==> config.mk <==
export PLATFORM = sky130hd
export DESIGN_NAME = uri_percent_case_normalizer
export DESIGN_NICKNAME = d
export VERILOG_FILES = /design/src/rtl/upcn_pkg.sv /design/src/rtl/upcn_step.sv /design/src/rtl/uri_percent_case_normalizer.sv
export SDC_FILE = /design/constraint.sdc
export NUM_CORES = 1
export LEC_CHECK = 0
export ABC_AREA = 1
export BUFFER_PORTS_ARGS = -buffer_cell sky130_fd_sc_hd__clkbuf_2
export CELL_PAD_IN_SITES_DETAIL_PLACEMENT = 1
export CELL_PAD_IN_SITES_GLOBAL_PLACEMENT = 1
export CORE_MARGIN = 3
export CORE_UTILIZATION = 44
export DETAILED_ROUTE_END_ITERATION = 10
export GPL_TIMING_DRIVEN = 1
export PLACE_DENSITY = 0.89
export SYNTH_ARGS = -nofsm -noshare
export SYNTH_HDL_FRONTEND = slang
export SYNTH_HIERARCHICAL = 1
export SYNTH_SLANG_ARGS = --single-unit
==> constraint.sdc <==
create_clock -name clk -period 2.6 [get_ports clk]
set_input_delay 0.13 -clock clk [delete_from_list [all_inputs] [get_ports clk]]
set_output_delay 0.13 -clock clk [all_outputs]
set_load 0.05 [all_outputs]
==> src/rtl/upcn_pkg.sv <==
// Package for the URI percent/case normaliser.
// Holds the escape phase type, character constants, per-word result struct and helpers.
// No dependencies.
package upcn_pkg;

  // Escape tracking phase; the spare code behaves as IDLE
  typedef enum logic [1:0] {
    PH_IDLE = 2'd0,
    PH_PCT  = 2'd1,
    PH_HEX1 = 2'd2
  } phase_t;

  localparam logic [7:0] CH_PCT   = 8'h25;  // '%'
  localparam logic [7:0] CH_DASH  = 8'h2D;  // '-'
  localparam logic [7:0] CH_DOT   = 8'h2E;  // '.'
  localparam logic [7:0] CH_UNDER = 8'h5F;  // '_'
  localparam logic [7:0] CH_TILDE = 8'h7E;  // '~'
  localparam logic [7:0] CASE_GAP = 8'h20;  // 'a' - 'A'

  // Words produced by one input word, slot 0 goes out first
  typedef struct packed {
    logic [1:0]       count;
    logic [2:0]       lasts;
    logic [2:0][7:0]  bytes;
    phase_t           phase_next;
    logic [7:0]       first_next;
  } step_t;

  function automatic logic is_hex(input logic [7:0] c);
    return (c inside {[8'h30:8'h39], [8'h41:8'h46], [8'h61:8'h66]});
  endfunction

  function automatic logic [3:0] hex_value(input logic [7:0] c);
    logic [7:0] v;
    v = 8'd0;
    if (c inside {[8'h30:8'h39]}) v = c - 8'h30;
    else if (c inside {[8'h41:8'h46]}) v = c - 8'h37;
    else if (c inside {[8'h61:8'h66]}) v = c - 8'h57;
    return v[3:0];
  endfunction

  // a..f raised to A..F, anything else unchanged
  function automatic logic [7:0] raise_hex(input logic [7:0] c);
    return (c inside {[8'h61:8'h66]}) ? c - CASE_GAP : c;
  endfunction

  // A..Z lowered, anything else unchanged
  function automatic logic [7:0] lower_alpha(input logic [7:0] c);
    return (c inside {[8'h41:8'h5A]}) ? c + CASE_GAP : c;
  endfunction

  function automatic logic is_unreserved(input logic [7:0] x);
    return (x inside {[8'h41:8'h5A], [8'h61:8'h7A], [8'h30:8'h39],
                      CH_DASH, CH_DOT, CH_UNDER, CH_TILDE});
  endfunction

endpackage

==> src/rtl/upcn_step.sv <==
// Per-word decision logic: from the current escape phase and the incoming byte,
// works out the 0 to 3 output words and the next phase. Uses upcn_pkg.
module upcn_step (
  input  logic              [7:0] in_byte,
  input  logic                    in_last,
  input  upcn_pkg::phase_t        phase,
  input  logic              [7:0] first_hex,
  output upcn_pkg::step_t         step
);
  import upcn_pkg::*;

  logic [7:0] decoded;
  logic       decode_ok;

  // Candidate decoded character from the two escape bytes
  assign decoded   = {hex_value(first_hex), hex_value(in_byte)};
  assign decode_ok = is_hex(first_hex) && is_hex(in_byte) && is_unreserved(decoded);

  always_comb begin
    step            = '0;
    step.phase_next = PH_IDLE;
    step.first_next = first_hex;
    case (phase)
      PH_PCT: begin
        step.first_next = in_byte;
        if (in_last) begin
          // stream ends after one escape byte: flush '%' and it
          step.count    = 2'd2;
          step.bytes[0] = CH_PCT;
          step.bytes[1] = raise_hex(in_byte);
          step.lasts[1] = 1'b1;
        end else begin
          step.phase_next = PH_HEX1;
        end
      end
      PH_HEX1: begin
        if (decode_ok) begin
          step.count    = 2'd1;
          step.bytes[0] = decoded;
          step.lasts[0] = in_last;
        end else begin
          step.count    = 2'd3;
          step.bytes[0] = CH_PCT;
          step.bytes[1] = raise_hex(first_hex);
          step.bytes[2] = raise_hex(in_byte);
          step.lasts[2] = in_last;
        end
      end
      default: begin
        if (in_byte == CH_PCT) begin
          if (in_last) begin
            // lone '%' at the end of the stream
            step.count    = 2'd1;
            step.bytes[0] = CH_PCT;
            step.lasts[0] = 1'b1;
          end else begin
            step.phase_next = PH_PCT;
          end
        end else begin
          step.count    = 2'd1;
          step.bytes[0] = lower_alpha(in_byte);
          step.lasts[0] = in_last;
        end
      end
    endcase
  end

endmodule

==> src/rtl/uri_percent_case_normalizer.sv <==
// URI percent-encoding and case normaliser, top level.
// Depends on upcn_pkg and upcn_step.
//
// Usage:
//   Slave channel s_*: one URI byte per word, s_tlast on the final byte.
//   Master channel m_*: normalised bytes, m_tlast on the final byte of a URI.
//   Outside an escape A..Z is lowered; a '%' escape whose two hex digits
//   encode an unreserved character is replaced by that character, otherwise
//   '%' and both digits go out with a..f raised. A URI that ends inside an
//   escape flushes the pending bytes.
// The first output word of an accepted input word is registered and shown in the next cycle.
// Throughput: one input word per cycle while each yields at most one output
//   word and m_tready is high; an escape that is kept whole yields three words
//   and holds the input until the three-slot result buffer is down to its last
//   word, as it drains one word a cycle onto the master port while m_tready is high.
// s_tready is high when the result buffer is empty or will be emptied by the
//   word leaving in this cycle, so input and output overlap.
// Reset (rst, synchronous, active high) empties the buffer and returns the
//   escape phase to idle. When m_tready is low, the buffered words hold
//   steady and s_tready falls once a word is waiting.
module uri_percent_case_normalizer (
  input  logic       clk,
  input  logic       rst,
  input  logic       s_tvalid,
  output logic       s_tready,
  input  logic [7:0] s_tdata,   // [7:0] in_byte
  input  logic       s_tlast,
  output logic       m_tvalid,
  input  logic       m_tready,
  output logic [7:0] m_tdata,   // [7:0] out_byte
  output logic       m_tlast
);
  import upcn_pkg::*;

  phase_t          phase;
  logic [7:0]      first_hex;
  step_t           step;
  logic [1:0]      cnt;
  logic [2:0][7:0] buf_bytes;
  logic [2:0]      buf_lasts;
  logic            in_acc;
  logic            out_acc;

  upcn_step u_step (
    .in_byte   (s_tdata),
    .in_last   (s_tlast),
    .phase     (phase),
    .first_hex (first_hex),
    .step      (step)
  );

  // Handshakes
  assign m_tvalid = (cnt != 2'd0);
  assign out_acc  = m_tvalid && m_tready;
  assign s_tready = (cnt == 2'd0) || ((cnt == 2'd1) && m_tready);
  assign in_acc   = s_tvalid && s_tready;
  assign m_tdata  = buf_bytes[0];
  assign m_tlast  = buf_lasts[0];

  // Escape state
  always_ff @(posedge clk) begin
    if (rst) begin
      phase     <= PH_IDLE;
      first_hex <= 8'd0;
    end else if (in_acc) begin
      phase     <= step.phase_next;
      first_hex <= step.first_next;
    end
  end

  // Result buffer: loaded whole, drained from slot 0
  always_ff @(posedge clk) begin
    if (rst) begin
      cnt       <= 2'd0;
      buf_lasts <= 3'b000;
    end else if (in_acc) begin
      cnt       <= step.count;
      buf_lasts <= step.lasts;
    end else if (out_acc) begin
      cnt       <= cnt - 2'd1;
      buf_lasts <= {1'b0, buf_lasts[2:1]};
    end
  end

  always_ff @(posedge clk) begin
    if (in_acc) begin
      buf_bytes <= step.bytes;
    end else if (out_acc) begin
      buf_bytes <= {8'd0, buf_bytes[2:1]};
    end
  end

  // A flagged last word only ever sits alone at the head of the buffer
  a_last_alone: assert property (@(posedge clk) disable iff (rst)
    m_tvalid && m_tlast |-> cnt == 2'd1)
    else $error("last word not alone in buffer");

  // A word marked last always closes any open escape
  a_last_closes: assert property (@(posedge clk) disable iff (rst)
    in_acc && s_tlast |=> phase == PH_IDLE)
    else $error("escape left open after last word");

  // Second escape byte is only awaited after the first was taken
  a_hex1_order: assert property (@(posedge clk) disable iff (rst)
    (phase == PH_HEX1) && ($past(phase) != PH_HEX1) |-> $past(phase) == PH_PCT)
    else $error("phase skipped first escape byte");

  // Plain byte outside an escape yields exactly one word
  a_plain_one: assert property (@(posedge clk) disable iff (rst)
    in_acc && (phase == PH_IDLE) && (s_tdata != CH_PCT) |=> cnt == 2'd1)
    else $error("plain byte did not yield one word");

endmodule
Word-level counts from Yosys, hierarchy flattened
Cells that the tools add are included.
- flip-flop bits (word level): 39
- input port bits: 13
- output and inout port bits: 11
- logic and storage cells: 106
- $add $sub $neg: 10
- order comparisons: 19
- equality and inequality tests: 8
- mux-type cells: 39
- reductions and logical operators: 23
- operators by type and width (cell ; count):
    $le 8x7->1 const B ; 7
    $ge 8x7->1 const B ; 6
    $mux 24 ; 2
    $mux 8 ; 6
    $mux 16 ; 2
    $pmux 8 s2 ; 2
    $eq 8x6->1 const B ; 3
    $ge 8x6->1 const B ; 3
    $le 8x6->1 const B ; 3
    $mux 4 ; 6
    $eq 8x7->1 const B ; 2
    $sub 4x3->4 const B ; 4
    $sub 8x6->8 const B ; 2
    $logic_and 1x1->1 ; 15
    $mux 2 ; 6
    $mux 1 ; 9
    $add 8x6->8 const B ; 1
    $pmux 2 s2 ; 2
    $sub 4x1->4 const B ; 2
    $reduce_bool 7->1 ; 1
    $mux 3 ; 2
    $mux 6 ; 1
    $reduce_bool 3->1 ; 2
    $eq 2x1->1 const B ; 2
    7 further kinds ; 8

Longest topological paths before layout
- depth after elaboration: 12
- mapped depth: 24
- gate-level depth less buffers: 24

Cells and area by module
The synthesis kept the hierarchy.
- by module, submodules not included (module ; instances ; cells each ; area each (µm²) ; seq. area each (µm²)):
    uri_percent_case_normalizer ; 1 ; 192 ; 1724.2 ; 1021.0
    upcn_step ; 1 ; 309 ; 1624.1 ; 0.0

Least setup slack after synthesis
Ideal clock, no wire load.
- path kind: register to register
- from: reg first_hex[0]
- to: reg buf_bytes (netlist bit m_tdata[0]), data pin
- library setup time: 0.252 ns
- arrival: 2.020 ns
- required time: 2.348 ns
- path slack: 0.328 ns
- cell stages (with the launch flop): 21
- buffers on the path: 0
- clock period less this slack: 2.272 ns
- cells stage by stage: dfxtp_1 inv_2 ha_1 nand2_1 nand3_2 nand2_4 nand2_1 nand2_1 nand3_1 nor2_2 nand2_1 nand3_1 nand2_1 nand3_2 nand2_4 nand2_8 nand2_4 nand2_4 nand2_1 nand2_1 nand2_1
- RTL lines (element ; RTL line ; source):
    start: declaration ; uri_percent_case_normalizer.sv:36 ; logic [7:0] first_hex;
    start signal: assignment ; uri_percent_case_normalizer.sv:67 ; first_hex <= step.first_next;
    end signal: assignment ; uri_percent_case_normalizer.sv:87 ; buf_bytes <= step.bytes;
    end signal: assignment ; uri_percent_case_normalizer.sv:89 ; buf_bytes <= {8'd0, buf_bytes[2:1]};
    end: declaration ; uri_percent_case_normalizer.sv:39 ; logic [2:0][7:0] buf_bytes;

==> Flow_metrics.wiki <==
{| class="wikitable"
! Metric !! Value
|-
| Number of cells in the finished layout apart from fillers || 630
|-
| Longest Clk Path Bufs || 2
|-
| Violated checks || hold timing, setup timing
|-
| Distinct cell type count of the synthesized netlist || 36
|-
| Cell with the largest stage delay on the worst path || sky130_fd_sc_hd__dfxtp_4
|-
| Number of buffers inserted by hold repair at cts || 0
|-
| Share of the synthesized netlist area taken by xor and xnor gates || 0.01009
|-
| Sinks on the clock net || 39
|-
| N_diodes || 0
|-
| Top routing layer in use || met4
|-
| Syn avg cell area || 6.683 um^2
|-
| Placed Cells || 611
|-
| Highest net fanout along the worst path || 7
|-
| Met1 wire length || 5119 um
|-
| DR WL met3 || 789 um
|-
| Sequential element share of the synthesized area || 0.3049
|-
| Vias in the first global route || 3380
|-
| Filler cells || 968
|-
| Area Growth Syn to Fin || 17.41%
|-
| Skew final || 0.01341 ns
|-
| First-pass iteration count of the detailed router || 6
|-
| Clock latency reported for the late side of the worst-skew pair || 0.31 ns
|-
| Number of placed I/O pins || 24
|-
| DRC violations left || 0
|-
| Setup crit start kind || register
|-
| Ranking of synthesized cells by area || sky130_fd_sc_hd__edfxtp_1 22%, sky130_fd_sc_hd__nand2_1 17%, sky130_fd_sc_hd__dfxtp_1 9.0%, sky130_fd_sc_hd__nor2_1 7.3%, sky130_fd_sc_hd__nand3_1 6.9%
|-
| Starting density of the core || 0.4567
|-
| Met2 wire len || 5634 um
|-
| Proportion of synthesized area in mux cells || 0
|-
| Synthesized area || 3348 um^2
|-
| Hold Vio Cnt, Final || 1
|-
| Cell repeated most along the worst path || sky130_fd_sc_hd__nor2_1
|-
| Required arrival time at the worst endpoint || 2.74 ns
|-
| Synth Area in Compound Gates || 0.08445
|-
| Slack of the critical path || -0.1330 ns
|-
| Area of the core region || 7331 um^2
|-
| Pwr per Cell Area || 1044 nW/um^2
|-
| First-pass GRT wire length || 16500 um
|-
| Count of synthesis-stage warnings from yosys || 6
|-
| Setup repair after global routing missed its margin || yes
|-
| Total power draw || 0.004102 W
|-
| Setup TNS || -0.4529 ns
|-
| Sum of overflow across all layers after global routing || 0
|-
| Layout cell share with drive strength beyond 1 || 0.2618
|-
| Number of storage elements in the synthesis netlist || 39
|-
| Final Cycle Share || 1.051
|-
| Sum of routed wire length over all layers || 12030 um
|-
| Cell type with the largest total area after synthesis || sky130_fd_sc_hd__edfxtp_1
|-
| Peak supply drop || 0.5370 mV
|-
| Initial antenna violation count || 0
|-
| Ordered list of cells on the worst path || inv_6 -> ha_4 -> inv_2 -> nor2_1 -> nand2_1 -> nor2_1 -> nor2_1 -> nand2_1 -> nand3_4 -> nand2_4 -> nor2_4 -> nor2_1 -> nor2_1 -> nand2_2 -> nand3_2 -> nand2_4 -> nand2_8 -> buf_6 -> nor2_2 -> inv_1 -> nor2_1
|-
| Fmax || 365.9 MHz
|-
| Number of buffer and inverter stages on the critical path || 4
|-
| Least-Margin Pin Slew || 0.7659 ns
|-
| Number of nets at the end of the flow || 561
|-
| Final hold slack || -0.01157 ns
|-
| Initial DRC Count || 299
|-
| Simple-gate share of the synthesized area || 0.4077
|-
| Average wire length per cell after detail routing || 19.10 um
|-
| Synthesized netlist cell count || 501
|-
| Total number of vias || 3557
|-
| Die span in y || 93.23 um
|-
| Post-detailed-placement half-perimeter wirelength || 7462 um
|-
| Worst relative slew slack || 0.4894
|-
| Max Cap Viol || 0
|-
| Pin count of the biggest net entering global routing || 33
|-
| Slowest Stage Delay on Critical Path || 0.38 ns
|-
| Worst path top cell family by delay || simple AND/OR/NAND/NOR gates
|-
| Overall routing resource usage || 0.2384
|-
| Crit path arrival time || 2.88 ns
|-
| Post-CTS clock slew at the launch and capture registers of the worst setup and hold paths || 0.09 ns
|-
| Clock tree from TritonCTS || built
|-
| Leakage power of the design || 1.847 nW
|-
| Path class of the lowest-slack min-delay path || in -> reg
|-
| Number of slew-limit violations in the final report || 0
|-
| Result of the run || finished, violations left
|-
| Number of nets with antenna violations after routing || 0
|-
| Post-synth net total || 532
|-
| Site row count || 31
|-
| Cell at the root of the clock tree || sky130_fd_sc_hd__clkbuf_8
|-
| Worst reg-to-reg setup slack || -0.13 ns
|-
| Routed via count divided by cell count || 5.646
|-
| Number of buffers created by CTS || 5
|-
| Setup CP Type || reg -> reg
|-
| Number of setup violations in the final report || 8
|-
| I/O Buffers || 23
|-
| X dimension of the die || 93.23 um
|-
| Routability congestion estimate from global placement || 0.9544
|-
| CTS HTree Levels || 2
|-
| Area share of the largest cell type after synthesis || 0.2152
|-
| Critical path endpoint category || register
|-
| Fin crit period || 2.733 ns
|-
| Die Footprint || 8692 um^2
|-
| Share of synthesized cell area in full adder, half adder and majority cells || 0.06726
|-
| Dominant combinational cell family by area after synthesis || simple AND/OR/NAND/NOR gates
|}
-- cell families (layout without fill, tap and decap cells) --
kind of cell | after synthesis | in the layout
AND/OR/NAND/NOR | 300 | 300
buffers and inverters | 91 | 121
adder cells (fa/ha/maj) | 18 | 18
flip-flops | 39 | 39
AO/OA/AOI/OAI | 50 | 50
XOR/XNOR | 3 | 3
-- final timing paths --
| check | startpoint | end | cells after the start |
|---|---|---|---|
| setup / recovery | first_hex[0]$_SDFFE_PP0P_ | buf_bytes[19]$_SDFFCE_PN0P_ | 21 |
| hold / removal | rst | buf_lasts[2]$_SDFFE_PP0P_ | 2 |
| setup reg to reg | first_hex[0]$_SDFFE_PP0P_ | buf_bytes[19]$_SDFFCE_PN0P_ | 21 |
| hold reg to reg | buf_lasts[2]$_SDFFE_PP0P_ | buf_lasts[2]$_SDFFE_PP0P_ | 2 |
-- area by class of cell --
class / count / area, um^2 / area share
inverters: 69 / 271.5 / 0.06906
multi-input cells: 371 / 2130 / 0.5417
repair buffers: 44 / 284.0 / 0.07225
clock buffers: 6 / 72.57 / 0.01846
clock inverters: 2 / 12.51 / 0.003183
flip-flops and latches: 39 / 1037 / 0.2638
well taps: 99 / 123.9 / 0.03151
-- synth_stat cells --
cell	n
sky130_fd_sc_hd__a21oi_1	16
sky130_fd_sc_hd__buf_2	2
sky130_fd_sc_hd__buf_4	13
sky130_fd_sc_hd__buf_6	3
sky130_fd_sc_hd__clkbuf_1	4
sky130_fd_sc_hd__clkinv_1	1
sky130_fd_sc_hd__clkinv_2	2
sky130_fd_sc_hd__dfxtp_1	15
sky130_fd_sc_hd__edfxtp_1	24
sky130_fd_sc_hd__ha_1	18
sky130_fd_sc_hd__inv_1	54
sky130_fd_sc_hd__inv_2	11
sky130_fd_sc_hd__inv_4	1
sky130_fd_sc_hd__nand2_1	154
sky130_fd_sc_hd__nand2_2	8
sky130_fd_sc_hd__nand2_4	6
sky130_fd_sc_hd__nand2_8	1
sky130_fd_sc_hd__nand3_1	46
sky130_fd_sc_hd__nand3_2	3
sky130_fd_sc_hd__nand3_4	2
sky130_fd_sc_hd__nand4_1	5
sky130_fd_sc_hd__nor2_1	65
sky130_fd_sc_hd__nor2_2	5
sky130_fd_sc_hd__nor2_4	1
sky130_fd_sc_hd__nor3_1	2
sky130_fd_sc_hd__nor3_2	1
sky130_fd_sc_hd__nor3_4	1
sky130_fd_sc_hd__o211ai_2	1
sky130_fd_sc_hd__o21a_1	1
sky130_fd_sc_hd__o21ai_0	17
sky130_fd_sc_hd__o21ai_1	7
sky130_fd_sc_hd__o21ai_2	1
sky130_fd_sc_hd__o21ai_4	1
sky130_fd_sc_hd__o22ai_1	6
sky130_fd_sc_hd__xor2_1	2
sky130_fd_sc_hd__xor2_2	1
-- where the power goes --
part | leakage, nW | internal (W) | total (W) | switching [W]
clock | 0.0412 | 0.000188 | 0.000444 | 0.000256
combinational | 1.44 | 0.000693 | 0.00247 | 0.00177
sequential | 0.368 | 0.00103 | 0.00119 | 0.000167
-- timing repair --
action	4_1_cts	5_1_grt
endpoints found under the setup margin	0	23
resized for setup	0	69
setup buffers	0	11
-- flip-flops by register name, indices dropped and copies added (netlist names) --
name / count
buf_bytes: 16
buf_lasts: 3
cnt: 2
first_hex: 8
m_tdata: 8
phase: 2
-- worst reg2reg max path: cells and delay by family, from the launching register on --
kind          cells  cell delay [ns]
simple gates     16             1.70
flops             1             0.38
buf+inv           4             0.33
fa+ha+maj         1             0.15
-- per-layer routing --
| metal | vias up | GRT usage |
|---|---|---|
| met2 | 180 | 0.3990 |
| met4 | 0 | 0.07570 |
| met3 | 50 | 0.02414 |
| met5 | - | 0 |
| li1 | 1637 | - |
| met1 | 1690 | 0.3220 |
-- per-stage QoR --
step,utilization,setup slack [ns],area [um^2],hold slack (ns)
after floorplan,-,0.3283,3348,0.1991
after global placement,0.4782,0.1175,3506,0.3014
after detailed placement,0.4782,0.03599,3506,0.3158
after CTS,0.4898,0.01480,3591,0.004020
after global routing,0.5363,-0.2277,3931,-0.01301
final,0.5363,-0.1330,3931,-0.01157
-- cell usage in the layout (no fill, tap or decap), types with 2 or more instances in the layout --
cell type,netlist,layout
sky130_fd_sc_hd__a21oi_1,16,16
sky130_fd_sc_hd__buf_4,13,18
sky130_fd_sc_hd__buf_6,3,3
sky130_fd_sc_hd__clkbuf_2,0,23
sky130_fd_sc_hd__clkbuf_8,0,5
sky130_fd_sc_hd__clkinv_2,2,3
sky130_fd_sc_hd__dfxtp_1,15,8
sky130_fd_sc_hd__dfxtp_2,0,4
sky130_fd_sc_hd__dfxtp_4,0,3
sky130_fd_sc_hd__edfxtp_1,24,24
sky130_fd_sc_hd__ha_1,18,16
sky130_fd_sc_hd__ha_4,0,2
sky130_fd_sc_hd__inv_1,54,51
sky130_fd_sc_hd__inv_2,11,12
sky130_fd_sc_hd__inv_4,1,2
sky130_fd_sc_hd__nand2_1,154,136
sky130_fd_sc_hd__nand2_2,8,19
sky130_fd_sc_hd__nand2_4,6,12
sky130_fd_sc_hd__nand2_8,1,2
sky130_fd_sc_hd__nand3_1,46,38
sky130_fd_sc_hd__nand3_2,3,6
sky130_fd_sc_hd__nand3_4,2,7
sky130_fd_sc_hd__nand4_1,5,5
sky130_fd_sc_hd__nor2_1,65,61
sky130_fd_sc_hd__nor2_2,5,7
sky130_fd_sc_hd__nor2_4,1,3
sky130_fd_sc_hd__nor3_1,2,2
sky130_fd_sc_hd__o21ai_0,17,17
sky130_fd_sc_hd__o21ai_1,7,7
sky130_fd_sc_hd__o22ai_1,6,6
sky130_fd_sc_hd__xor2_1,2,2
Power figures use the tool's default switching activity.
